==> config.mk <==
export PLATFORM = sky130hd
export DESIGN_NAME = itb_ctrl
export DESIGN_NICKNAME = d
export VERILOG_FILES = /design/src/hdl/itb_pkg.sv /design/src/hdl/itb_ctrl.sv
export VERILOG_INCLUDE_DIRS = /design/src /design/src/hdl
export SDC_FILE = /design/constraint.sdc
export NUM_CORES = 1
export LEC_CHECK = 0
export ABC_AREA = 1
export BUFFER_PORTS_ARGS = -buffer_cell sky130_fd_sc_hd__buf_2
export CAP_MARGIN = 20
export CORE_AREA = 5 5 42 44
export DETAILED_ROUTE_END_ITERATION = 16
export DIE_AREA = 0 0 47 49
export GPL_TIMING_DRIVEN = 0
export PLACE_DENSITY = 0.7
export SLEW_MARGIN = 20
export SYNTH_ARGS = -nofsm -noshare
export SYNTH_HDL_FRONTEND = slang
export SYNTH_SLANG_ARGS = --single-unit
==> constraint.sdc <==
create_clock -name i_clk -period 3.02 [get_ports i_clk]
set_input_delay 0.302 -clock i_clk [delete_from_list [all_inputs] [get_ports i_clk]]
set_output_delay 0.302 -clock i_clk [all_outputs]
set_load 0.01 [all_outputs]
==> src/hdl/interval_time_binning_top_macros.svh <==
// Assertion macros of the interval time binning RTL.
// Needs a clock named i_clk and an active-low reset named i_rst_n in scope.
`ifndef INTERVAL_TIME_BINNING_TOP_MACROS_SVH
`define INTERVAL_TIME_BINNING_TOP_MACROS_SVH

// same-cycle implication
`define ITB_ASSERT_IMP(lbl, ante, cons, msg) \
    lbl: assert property (@(posedge i_clk) disable iff (!i_rst_n) (ante) |-> (cons)) \
        else $error(msg);

// next-cycle implication
`define ITB_ASSERT_NXT(lbl, ante, cons, msg) \
    lbl: assert property (@(posedge i_clk) disable iff (!i_rst_n) (ante) |=> (cons)) \
        else $error(msg);

`endif

==> src/hdl/itb_pkg.sv <==
// Types, constants and codes of the interval time binning block.
// No dependencies.
package itb_pkg;

    localparam int MAX_INTERVALS = 256;
    localparam int IDX_W         = 8;
    localparam int CNT_W         = 9;
    localparam int NUM_METHODS   = 16;
    localparam int METH_W        = 4;
    localparam int NUM_BINS      = 64;
    localparam int BIN_W         = 6;
    localparam int USED_W        = 7;
    localparam int TAB_DEPTH     = NUM_METHODS * NUM_BINS;
    localparam int TAB_W         = METH_W + BIN_W;
    localparam int TIME_W        = 31;
    localparam int WIDE_W        = 33;
    localparam int SIZE_W        = 21;
    localparam int TOTAL_W       = 32;
    localparam int ADDR_W        = 3;

    localparam logic [ADDR_W-1:0] REG_BIN_SIZE = 3'd0;

    typedef enum logic [1:0] {
        OP_RECORD = 2'd0,
        OP_FINISH = 2'd1,
        OP_READ   = 2'd2,
        OP_CLEAR  = 2'd3
    } t_op;

    localparam logic [1:0] ST_OK       = 2'd0;
    localparam logic [1:0] ST_FULL     = 2'd1;
    localparam logic [1:0] ST_DROPPED  = 2'd2;
    localparam logic [1:0] ST_NOT_FIN  = 2'd3;

    typedef struct packed {
        logic load;        // latch accepted beat
        logic rec;         // store interval
        logic clr;         // empty interval store
        logic rd_cap;      // capture table read result
        logic sweep_init;  // start finish
        logic sweep;       // clear one table entry
        logic used_step;   // one step of bin count
        logic int_rd;      // read interval k
        logic int_load;    // latch interval k
        logic bin_rd;      // read table entry, compute overlap
        logic bin_wr;      // write saturated sum, advance bin
        logic fin_done;    // finish result
        logic out_load;    // move result to output register
    } t_cmd;

    typedef struct packed {
        t_op  op;
        logic sweep_last;
        logic used_done;
        logic count_zero;
        logic b_last;
        logic k_last;
    } t_sts;

endpackage

==> src/hdl/itb_ctrl.sv <==
// Sequencer of the interval time binning block: issues datapath commands.
// Depends on itb_pkg and the assertion macro header.
`include "interval_time_binning_top_macros.svh"

module itb_ctrl (
    input  logic          i_clk,
    input  logic          i_rst_n,
    input  logic          i_in_valid,
    output logic          o_in_ready,
    output logic          o_out_valid,
    input  logic          i_out_ready,
    output itb_pkg::t_cmd o_cmd,
    input  itb_pkg::t_sts i_sts
);
    import itb_pkg::*;

    typedef enum logic [3:0] {
        S_IDLE, S_EXEC, S_RDW, S_SWEEP, S_USED, S_IFETCH, S_ILOAD, S_BRD, S_BWR,
        S_FDONE, S_RESP
    } t_state;

    t_state r_state, n_state;
    logic   r_out_valid, n_out_valid;
    t_cmd   cmd;

    always_comb begin
        n_state     = r_state;
        n_out_valid = r_out_valid && !i_out_ready;
        cmd         = '0;
        case (r_state)
            S_IDLE: begin
                if (i_in_valid) begin
                    cmd.load = 1'b1;
                    n_state  = S_EXEC;
                end
            end
            S_EXEC: begin
                case (i_sts.op)
                    OP_RECORD: begin
                        cmd.rec = 1'b1;
                        n_state = S_RESP;
                    end
                    OP_CLEAR: begin
                        cmd.clr = 1'b1;
                        n_state = S_RESP;
                    end
                    OP_READ:   n_state = S_RDW;
                    OP_FINISH: begin
                        cmd.sweep_init = 1'b1;
                        n_state        = S_SWEEP;
                    end
                    default:   n_state = S_RESP;
                endcase
            end
            S_RDW: begin
                cmd.rd_cap = 1'b1;
                n_state    = S_RESP;
            end
            S_SWEEP: begin
                cmd.sweep = 1'b1;
                if (i_sts.sweep_last) n_state = S_USED;
            end
            S_USED: begin
                cmd.used_step = 1'b1;
                if (i_sts.used_done || i_sts.count_zero) begin
                    n_state = i_sts.count_zero ? S_FDONE : S_IFETCH;
                end
            end
            S_IFETCH: begin
                cmd.int_rd = 1'b1;
                n_state    = S_ILOAD;
            end
            S_ILOAD: begin
                cmd.int_load = 1'b1;
                n_state      = S_BRD;
            end
            S_BRD: begin
                cmd.bin_rd = 1'b1;
                n_state    = S_BWR;
            end
            S_BWR: begin
                cmd.bin_wr = 1'b1;
                if (!i_sts.b_last)     n_state = S_BRD;
                else if (i_sts.k_last) n_state = S_FDONE;
                else                   n_state = S_IFETCH;
            end
            S_FDONE: begin
                cmd.fin_done = 1'b1;
                n_state      = S_RESP;
            end
            S_RESP: begin
                // wait for the previous result to leave the output register
                if (!r_out_valid || i_out_ready) begin
                    cmd.out_load = 1'b1;
                    n_out_valid  = 1'b1;
                    n_state      = S_IDLE;
                end
            end
            default: n_state = S_IDLE;
        endcase
    end

    always_ff @(posedge i_clk) begin
        if (!i_rst_n) begin
            r_state     <= S_IDLE;
            r_out_valid <= 1'b0;
        end else begin
            r_state     <= n_state;
            r_out_valid <= n_out_valid;
        end
    end

    assign o_in_ready  = (r_state == S_IDLE);
    assign o_out_valid = r_out_valid;
    assign o_cmd       = cmd;

    `ITB_ASSERT_NXT(a_one_item, i_in_valid && o_in_ready, !o_in_ready, "item overlap")
    `ITB_ASSERT_NXT(a_resp_out, cmd.out_load, r_out_valid && r_state == S_IDLE,
        "result not presented")
    `ITB_ASSERT_NXT(a_rmw_pair, cmd.bin_rd, cmd.bin_wr, "table update split")

endmodule

Word-level counts from Yosys, hierarchy flattened --
Cells that the tools add are included.
Cells by class: reduce and logical (&&, ||, !) cells 10, eq/ne operators 17, multiplexer cells 28
Operator list (count):
- $pmux W4 S10 | 1
- $mux W4 | 7
- $mux W1 | 18
- $eq A4 B3 Y1 const B | 4
- $eq A4 B4 Y1 const B | 3
- $pmux W4 S3 | 1
- $eq A4 B2 Y1 const B | 2
- $ne A2 B2 Y1 const B | 4
- $eq A2 B2 Y1 const B | 2
- $eq A4 B1 Y1 const B | 1
- $logic_not A4 Y1 | 1
- $reduce_and A4 Y1 | 1
- $reduce_or A2 Y1 | 2
- $eq A2 B1 Y1 const B | 1
- $logic_not A1 Y1 | 2
- $logic_not A2 Y1 | 1
- $logic_or A1 B1 Y1 | 2
- $mux W2 | 1
- $logic_and A1 B1 Y1 | 1
Word-level totals: register bits after elaboration 5, output and inout port bits 15, logic and storage cells 57, input port bits 11

Logic depth before layout (Yosys ltp) --
Gate-level depths: netlist of run 1.
depth in word-level cells 4, mapped depth 9, mapped depth without buffers 9

Worst setup path after synthesis of run 1 --
OpenSTA, ideal clock, no wires.
kind register -> output, start reg r_state[0], end out o_cmd[10] (netlist name), stages on the path, launching flop included 5, path slack 1.860 ns, path buffers 0, arrival time 0.858 ns, data required time 2.718 ns, cell sequence dfxtp_1 -> inv_2 -> nor2_2 -> nand2_1 -> nor2_1
RTL lines:
- from (decl) | line itb_ctrl.sv:22 | t_state r_state, n_state;
- from (signal assigned) | line itb_ctrl.sv:108 | r_state <= n_state;
- to (decl) | line itb_ctrl.sv:12 | output itb_pkg::t_cmd o_cmd,

==> results of run 1 <==
## synthesized netlist by cell type (all sizes together)
cell type / n
nor2: 27
a21oi: 2
nand4: 1
nand3: 3
a31oi: 1
nand3b: 1
inv: 23
ha: 3
nor3: 3
nand2: 25
o21ai: 3
dfxtp: 5
## per-layer routing
layer  vias up  track usage, %
met3         0            1.11
met1       262            14.0
li1        345               -
met4         0            6.91
met2        10            19.9
met5         -               0
## power by group
group	internal [mW]	leakage (nW)	switching (mW)
logic	0.109	0.408	0.193
registers	0.0869	0.0409	0.0278
clock network	0.0497	0.0150	0.0242
## worst max path at each step
stage	start	to	slack, ns	cells after the start
after global routing	r_state[0]$_SDFFE_PN0P_	o_cmd[8]	1.31	5
after floorplan	r_state[0]$_SDFFE_PN0P_	o_cmd[10]	1.86	4
after detailed placement	r_state[0]$_SDFFE_PN0P_	o_cmd[8]	1.70	5
final	r_state[0]$_SDFFE_PN0P_	o_cmd[8]	1.44	5
after global placement	r_state[0]$_SDFFE_PN0P_	o_cmd[8]	1.68	5
after CTS	r_state[0]$_SDFFE_PN0P_	o_cmd[8]	1.44	5
## worst reg2reg max path: stages, from the launching register on
cell and delay (ns):
dfxtp_1 0.39, inv_1 0.07, nor2_1 0.20, nand2_1 0.10
nand2_1 0.11, nor2_1 0.05, nand2_1 0.06, nand2_1 0.05
a21oi_1 0.12
## per-stage QoR
stage / std cells / cell area, um2
after global routing: 142 / 686
after global placement: 138 / 659
after detailed placement: 138 / 659
after floorplan: 97 / 514
final: 142 / 686
after CTS: 142 / 686
## sequential cells by signal, summed over array words and instances, names as in the netlist
register     count
o_out_valid      1
r_state          4
## layout make-up
cell class	instances	area share, %
Clock buffer	4	3.83
Inverter	23	12.6
Multi-Input combinational cell	69	47.8
Sequential cell	5	14.6
Tap cell	16	2.92
Timing Repair Buffer	25	18.2
## cell families (layout without fill, tap and decap cells)
logic type,after synthesis,in the layout,synth area share [%]
AO/OA/AOI/OAI,6,6,6.08
buffers and inverters,23,52,16.8
flip-flops,5,5,19.5
AND/OR/NAND/NOR,60,60,50.4
adder cells (fa/ha/maj),3,3,7.30
## placed cells by master, fill, tap and decap left out, types with 2 or more instances in the layout
master    instances
nand2_2           3
inv_2             2
clkbuf_4          3
o21ai_0           2
nand2_1          22
ha_1              3
nand3_1           3
a21oi_1           2
inv_1            21
buf_2            25
nor2_2            5
dfxtp_1           5
nor2_1           22
nor3_1            3
==> metrics.txt, run 1 <==
status=finished clean; CP cell instances=inv_2 -> nor2_2 -> nand2_1 -> nor2_1 -> buf_2; ant diodes=0; Place WS=1.70 ns; initial antenna violation count=0; DRT Pass-1 Iters=4; setup_tns=0 ns; PwrDens=715 nW/um2; number of setup buffers added after CTS=0; M1 WL=548 um; Final HPWL DP=1.11 mm; die height=49 um; Root Driver=clkbuf_4; FF+latch area=100 um2; WL per Instance=8.89 um; flops & latches, synth=5; total CTS buffers=3; hold buffer count at CTS=0; GRT Util Overall=12.0%; largest net degree at the start of global routing=8; Crit Path Category=reg2out; worst skew pair latency=0.23 ns; post-CTS sizing=0; Leakage=0.464 nW; Core Region=1400 um2; Crit path max-delay family=simple AND/OR/NAND/NOR gates; Post-Syn Area=514 um2; Vias=617; Max Fclk=631 MHz; Synth cell types=16; Syn. warnings=0; register area share after synthesis=between 10% and 20%; Worst R2R End=r_state[2]$_SDFFE_PN0P_; vias per std cell=between 4 and 5; largest area contributor in the netlist=dfxtp_1; Port Buf Inserts=25; hold slack=0.267 ns; Post-DRT Antenna Nets=0; Slew HR=81.4%; highest routed layer=met3; CP required=2.72 ns; final hold violations=0; area of the multi-input gates=328 um2; Total Power=490 uW; CTS tree=built; length of routed met2 wiring=651 um; Area contributors post-synth=dfxtp_1 (19%), nand2_1 (16%), nor2_1 (16%), inv_1 (15%), ha_1 (7.3%); gpl congestion=0.851; Syn Nets=between 100 and 150; Critical Path Sink Type=primary output; final worst path period need=1.58 ns; Die X=47 um; hold_sp=i_rst_n; share of post-route cells with drive strength above 1=30.2%; DR WL met3=63 um; Hold Crit Endpoint=r_state[3]$_SDFFE_PN0P_; Worst Path Buf+Inv=2; Synth-to-Final Area Change=33.3%; Clock Skew=0.000383 ns; Finished Core Util=48.9%; Row Count=14; final setup vio count=0; Clock transition at path regs=roughly 0.04 ns; crit path DAT=1.28 ns; CP max-delay cell=dfxtp_1; critical path's largest stage delay=0.41 ns; CTS H-tree lvls=1; Post-Syn Area per Cell=between 5 and 6 um2; Yosys top cell area share=19.5%; Synth Instances=97; Clock Tree Buf Depth=2; Nets=141; DRC Markers=0; I/O pin count=26; Starting Density=36.7%; DIE AREA=2300 um2; CP startpoint kind=flop; post-route worst setup slack=1.44 ns; clk sinks=5; HP Class=in2reg; RSZ-0062 raised after global routing=no; Total Wirelength=1.26 mm; worst-margin pin slew=roughly 0.28 ns; first-pass GRT wire length=between 2 and 2.5 mm; maxcap violations=0; reg2reg start=r_state[2]$_SDFFE_PN0P_; GRT overflow=0; Reg2Reg Setup Slack=1.80 ns; Reg2Reg Depth=8; Worst VDD drop=roughly 0.38 mV; crit path max fanout=6; Final Max Slew Viols=0; fillers=176; vias in the first global route=545; Initial DRC Count=4; final worst path period share=between 50% and 60%; worst hold path stage count=3
(Power assumes the default switching activity.)
==> run 2, diff against run 1 <==
--- a/config.mk
+++ b/config.mk
@@ -6,14 +6,14 @@
 export SDC_FILE = /design/constraint.sdc
 export NUM_CORES = 1
 export LEC_CHECK = 0
-export ABC_AREA = 1
+export ABC_AREA = 0
 export BUFFER_PORTS_ARGS = -buffer_cell sky130_fd_sc_hd__buf_2
 export CAP_MARGIN = 20
 export CORE_AREA = 5 5 42 44
 export DETAILED_ROUTE_END_ITERATION = 16
 export DIE_AREA = 0 0 47 49
 export GPL_TIMING_DRIVEN = 0
-export PLACE_DENSITY = 0.7
+export PLACE_DENSITY = 0.73
 export SLEW_MARGIN = 20
 export SYNTH_ARGS = -nofsm -noshare
 export SYNTH_HDL_FRONTEND = slang
==> constraint.sdc (replaced) <==
create_clock -name i_clk -period 1.5 [get_ports i_clk]
set_input_delay 0.15 -clock i_clk [delete_from_list [all_inputs] [get_ports i_clk]]
set_output_delay 0.15 -clock i_clk [all_outputs]
set_load 0.01 [all_outputs]
==> metrics.txt, run 2 <==
Final HPWL DP=approximately 1.1 mm; Die X=47 um; CTS H-tree lvls=1; RSZ-0062 raised after global routing=no; reg2reg start=r_state[1]$_SDFFE_PN0P_; DIE AREA=2300 um2; Post-Syn Area per Cell=between 7 and 8 um2; worst skew pair latency=0.23 ns; most frequent cell after synthesis=nor2_1; ys flop type=dfxtp_1; DRC Markers=0; Commonest cells post-synth=nor2_1 (9), nand2_1 (6), nor3_1 (6); PwrDens=1500 nW/um2; Syn. warnings=0; first-pass GRT wire length=2.26 mm; Total Power=1.12 mW; HP Class=in2reg; vias per std cell=~5.2; gpl congestion=between 0.7 and 0.8; Post-Syn Area=~550 um2; Reg2Reg Setup Slack=0.15 ns; total CTS buffers=3; Root Driver=clkbuf_4; EDFF count, synth=0; setup_tns=0 ns; Crit Path Category=reg2out; Starting Density=39.4%; Critical Path Sink Type=primary output; CP Capture Point=o_cmd[12]; final setup vio count=0; Initial DRC Count=19; initial antenna violation count=0; Clock Skew=0.000435 ns; Leakage=0.367 nW; worst-margin pin slew=0.309 ns; Vias=627; Syn Nets=91; max FFs per register=4; GRT overflow=0; Total Wirelength=1.39 mm; Worst VDD drop=0.846 mV; commonest non-fill, non-tap cell in the layout=buf_2; Async S/R FF share, synth=0%; final hold violations=0; I/O pin count=26; status=finished clean; Core Region=1400 um2; FF+latch area=between 100 and 150 um2; hold buffer count at CTS=0; Final Max Slew Viols=0; final worst path period need=1.41 ns; die height=roughly 50 um; CTS tree=built; vias in the first global route=573; Area contributors post-synth=dfxtp_1 (18%), ha_1 (6.8%), nor2_1 (6.1%), nor3_1 (5.4%), and3_1 (4.5%); Slew HR=79.2%; fillers=155; flops & latches, synth=5; area of the multi-input gates=420 um2; Post-DRT Antenna Nets=0; Nets=~120; maxcap violations=0; most frequent cells in the layout=buf_2 (25), nor2_1 (9), nand2_1 (6); crit path max fanout=10; Max Fclk=709 MHz; register area share after synthesis=18.1%; largest net degree at the start of global routing=19; Row Count=14; CP required=approximately 1.4 ns; Port Buf Inserts=25; Reg2Reg Depth=5; GRT Util Overall=between 10% and 20%; Clock Tree Buf Depth=2; Clock transition at path regs=about 0.04 ns; crit path DAT=1.26 ns; crit path from=r_state[2]$_SDFFE_PN0P_; share of post-route cells with drive strength above 1=around 38%; final worst path period share=~94%; Yosys top cell area share=a little under a fifth; Worst R2R End=r_state[0]$_SDFFE_PN0P_; clk sinks=5; Largest Register=r_state; Synth-to-Final Area Change=34.5%; WL per Instance=11.6 um; Synth cell types=35; DRT Pass-1 Iters=4; ant diodes=0; CP startpoint kind=flop; largest area contributor in the netlist=dfxtp_1; Synth Instances=77
run 2: metal layers:
metal / routed length [um] / vias up / GRT usage, % / part of all wire, %
met5: 0 / - / 0 / 0
met4: 0 / 0 / 4.15 / 0
met3: 60 / 0 / 1.48 / 4.3
met2: 711 / 12 / 19.7 / 51
met1: 621 / 289 / 17.6 / 45
li1: - / 326 / - / -
run 2: what timing repair did:
action                                  in CTS  in global routing
buffers inserted                             0                  0
resized for setup                            0                  9
pin swaps                                    0                  0
hold endpoints to repair                     0                  0
cloned                                       0                  0
endpoints found under the setup margin       3                  7
run 2: worst min-delay path by stage:
stage	from	to	slack [ns]	depth (start not counted)
floorplan	i_rst_n	r_state[0]$_SDFFE_PN0P_	0.26	2
global placement	i_rst_n	r_state[3]$_SDFFE_PN0P_	0.45	2
detailed placement	i_rst_n	r_state[3]$_SDFFE_PN0P_	0.45	2
CTS	i_rst_n	r_state[3]$_SDFFE_PN0P_	0.20	2
global route	i_rst_n	r_state[3]$_SDFFE_PN0P_	0.22	2
finish	i_rst_n	r_state[3]$_SDFFE_PN0P_	0.21	2
run 2: logic make-up (layout without fill, tap and decap cells):
kind of cell	after synthesis	in the layout	synth area share (%)
flip-flops	5	5	18.1
XOR/XNOR	1	1	1.59
AO/OA/AOI/OAI	17	17	22.4
AND/OR/NAND/NOR	41	41	42.0
adder cells (fa/ha/maj)	3	3	6.80
buffers and inverters	10	37	9.07
run 2: cell type report:
| class | count | share of cell area, % |
|---|---|---|
| Buffer | 4 | 4.55 |
| Clock buffer | 4 | 3.54 |
| Inverter | 4 | 2.02 |
| Multi-Input combinational cell | 62 | 56.7 |
| Sequential cell | 5 | 13.7 |
| Tap cell | 16 | 2.70 |
| Timing Repair Buffer | 25 | 16.9 |
run 2: critical path, stage by stage (launching register included):
cell	delay, ns
dfxtp_2	0.34
clkbuf_4	0.20
nor4_4	0.22
and2_1	0.15
buf_2	0.12
run 2: power breakdown:
part           internal [mW]  switching (mW)
Clock                  0.100          0.0488
Sequential             0.173          0.0324
Combinational          0.333           0.429
run 2: stage by stage:
stage	cell area (um2)	hold WS [ns]	instances	util, %	worst slack (ns)
after global placement	697	0.450	118	49.7	0.126
after CTS	714	0.205	120	51.0	0.0344
final	742	0.206	120	52.9	0.0892
after global routing	742	0.216	120	52.9	0.00247
after detailed placement	697	0.452	118	49.7	0.115
after floorplan	552	0.265	77	-	0.117
==> run 3, diff against run 2 <==
--- a/config.mk
+++ b/config.mk
@@ -9,11 +9,13 @@
 export ABC_AREA = 0
 export BUFFER_PORTS_ARGS = -buffer_cell sky130_fd_sc_hd__buf_2
 export CAP_MARGIN = 20
-export CORE_AREA = 5 5 42 44
+export CELL_PAD_IN_SITES_DETAIL_PLACEMENT = 2
+export CELL_PAD_IN_SITES_GLOBAL_PLACEMENT = 2
+export CORE_MARGIN = 5
+export CORE_UTILIZATION = 23
 export DETAILED_ROUTE_END_ITERATION = 16
-export DIE_AREA = 0 0 47 49
 export GPL_TIMING_DRIVEN = 0
-export PLACE_DENSITY = 0.73
+export PLACE_DENSITY_LB_ADDON = 0.1
 export SLEW_MARGIN = 20
 export SYNTH_ARGS = -nofsm -noshare
 export SYNTH_HDL_FRONTEND = slang
==> metrics.txt, run 3 (same netlist as run 2, synthesis figures left out) <==
Initial DRC Count=5; status=finished clean; area of the multi-input gates=between 400 and 500 um2; Crit path max-delay family=simple AND/OR/NAND/NOR gates; most frequent cells in the layout=buf_2 (25), nor2_1 (9), nor3_1 (6), nand2_1 (6); commonest non-fill, non-tap cell in the layout=buf_2; CP cell instances=buf_6 -> nor4_4 -> and2_1 -> buf_2; RSZ-0062 raised after global routing=no; Clock transition at path regs=0.05 ns; Worst VDD drop=around 0.50 mV; Placed Cells=130; fillers=296; CTS tree=built; CP required=1.35 ns; max FFs per register=4; clock group share of total power=13.2%; Final Max Slew Viols=0; switching part of the total=between 40% and 50%; initial antenna violation count=0; Synth-to-Final Area Change=40.6%; FF+latch area=106 um2; CTS H-tree lvls=1; first-pass GRT wire length=between 3 and 4 mm; worst-margin pin slew=0.301 ns; DIE AREA=3480 um2; Critical Path Sink Type=primary output; ant diodes=0; DP Area=712 um2; final hold violations=0; Leakage=0.372 nW; DRC Markers=0; PwrDens=roughly 1600 nW/um2; vias in the first global route=683; GRT overflow=0; P_int=between 600 and 700 uW; Clock Skew=0.00302 ns; final non-filler cell total=~130; largest net degree at the start of global routing=18; Die X=59.0 um; Port Buf Inserts=25; crit path DAT=around 1.3 ns; Starting Density=24.5%; highest routed layer=met3; length of routed met2 wiring=around 900 um; Vias=between 600 and 700; Finished Core Util=34.4%; share of post-route cells with drive strength above 1=39.0%; Total Wirelength=1.95 mm; Sequential Power Share=20.4%; setup_tns=0 ns; Clock Tree Buf Depth=2; CP startpoint kind=flop; DR WL met3=~67 um; Largest Register=r_state; M1 WL=970 um; I/O pin count=26; Core Region=approximately 2300 um2; critical path's largest stage delay=0.34 ns; Root Driver=clkbuf_4; HP Class=in2reg; total CTS buffers=3; Crit Path Category=reg2out; Final HPWL DP=1.57 mm; die height=59.0 um; Row Count=17; Post-DRT Antenna Nets=0; CP max-delay cell=dfxtp_2; Combinational Power Share=66.4%; Max Fclk=706 MHz; DRT Pass-1 Iters=3; GRT Util Overall=around 12%; final setup vio count=0; hold buffer count at CTS=0; Sw Pwr=564 uW; Total Power=approximately 1.2 mW; final worst path period need=1.42 ns; clk sinks=5; Nets=120; worst skew pair latency=0.24 ns; Slew HR=79.8%; WL per Instance=14.6 um; Worst Path Buf+Inv=2; vias per std cell=4.82; final worst path period share=94.4%; maxcap violations=0; post-route cell area=776 um2; crit path max fanout=10; gpl congestion=0.747
## run 3: cell types whose count changed in the layout (fill, tap and decap cells not counted), sizes merged
cell / change
clkbuf: -1
buf: +2
## run 3: cell type report
cell class	instances	area share, %
Inverter	4	1.94
Clock buffer	4	3.39
Timing Repair Buffer	26	17.1
Sequential cell	5	13.7
Multi-Input combinational cell	62	53.5
Tap cell	28	4.52
Buffer	4	5.81
## run 3: worst paths after layout
check | startpoint | endpoint | slack [ns] | cells past startpoint
max | r_state[0]$_SDFFE_PN0P_ | o_cmd[12] | 0.08 | 4
min | i_rst_n | r_state[1]$_SDFFE_PN0P_ | 0.20 | 2
max reg2reg | r_state[3]$_SDFFE_PN0P_ | r_state[0]$_SDFFE_PN0P_ | 0.16 | 5
min reg2reg | r_state[1]$_SDFFE_PN0P_ | r_state[0]$_SDFFE_PN0P_ | 0.68 | 2
## run 3: power groups by stage
stage                     sequential (mW)  combinational (mW)  clock [mW]
after floorplan                     0.199               0.541           0
after global placement              0.205               0.764           0
after detailed placement            0.207               0.766           0
after CTS                           0.234               0.773       0.167
after global routing                0.253               0.891       0.178
final                               0.246               0.801       0.159
## run 3: metal layers
metal	GRT usage (%)	vias to the layer above
li1	-	329
met4	3.88	0
met3	1.09	0
met1	17.3	296
met2	18.6	16
met5	0	-
## run 3: repair_timing
action / in CTS / in global routing
pin swaps: 0 / 2
gates cloned: 0 / 0
setup buffers: 0 / 1
endpoints found under the setup margin: 5 / 7
resized for setup: 5 / 8
## run 3: stage by stage
stage / worst slack, ns / hold slack [ns]
after floorplan: 0.117 / 0.265
after global placement: 0.0521 / 0.460
after detailed placement: 0.0430 / 0.462
final: 0.0833 / 0.201
after CTS: 0.0135 / 0.201
after global routing: 0.00492 / 0.195
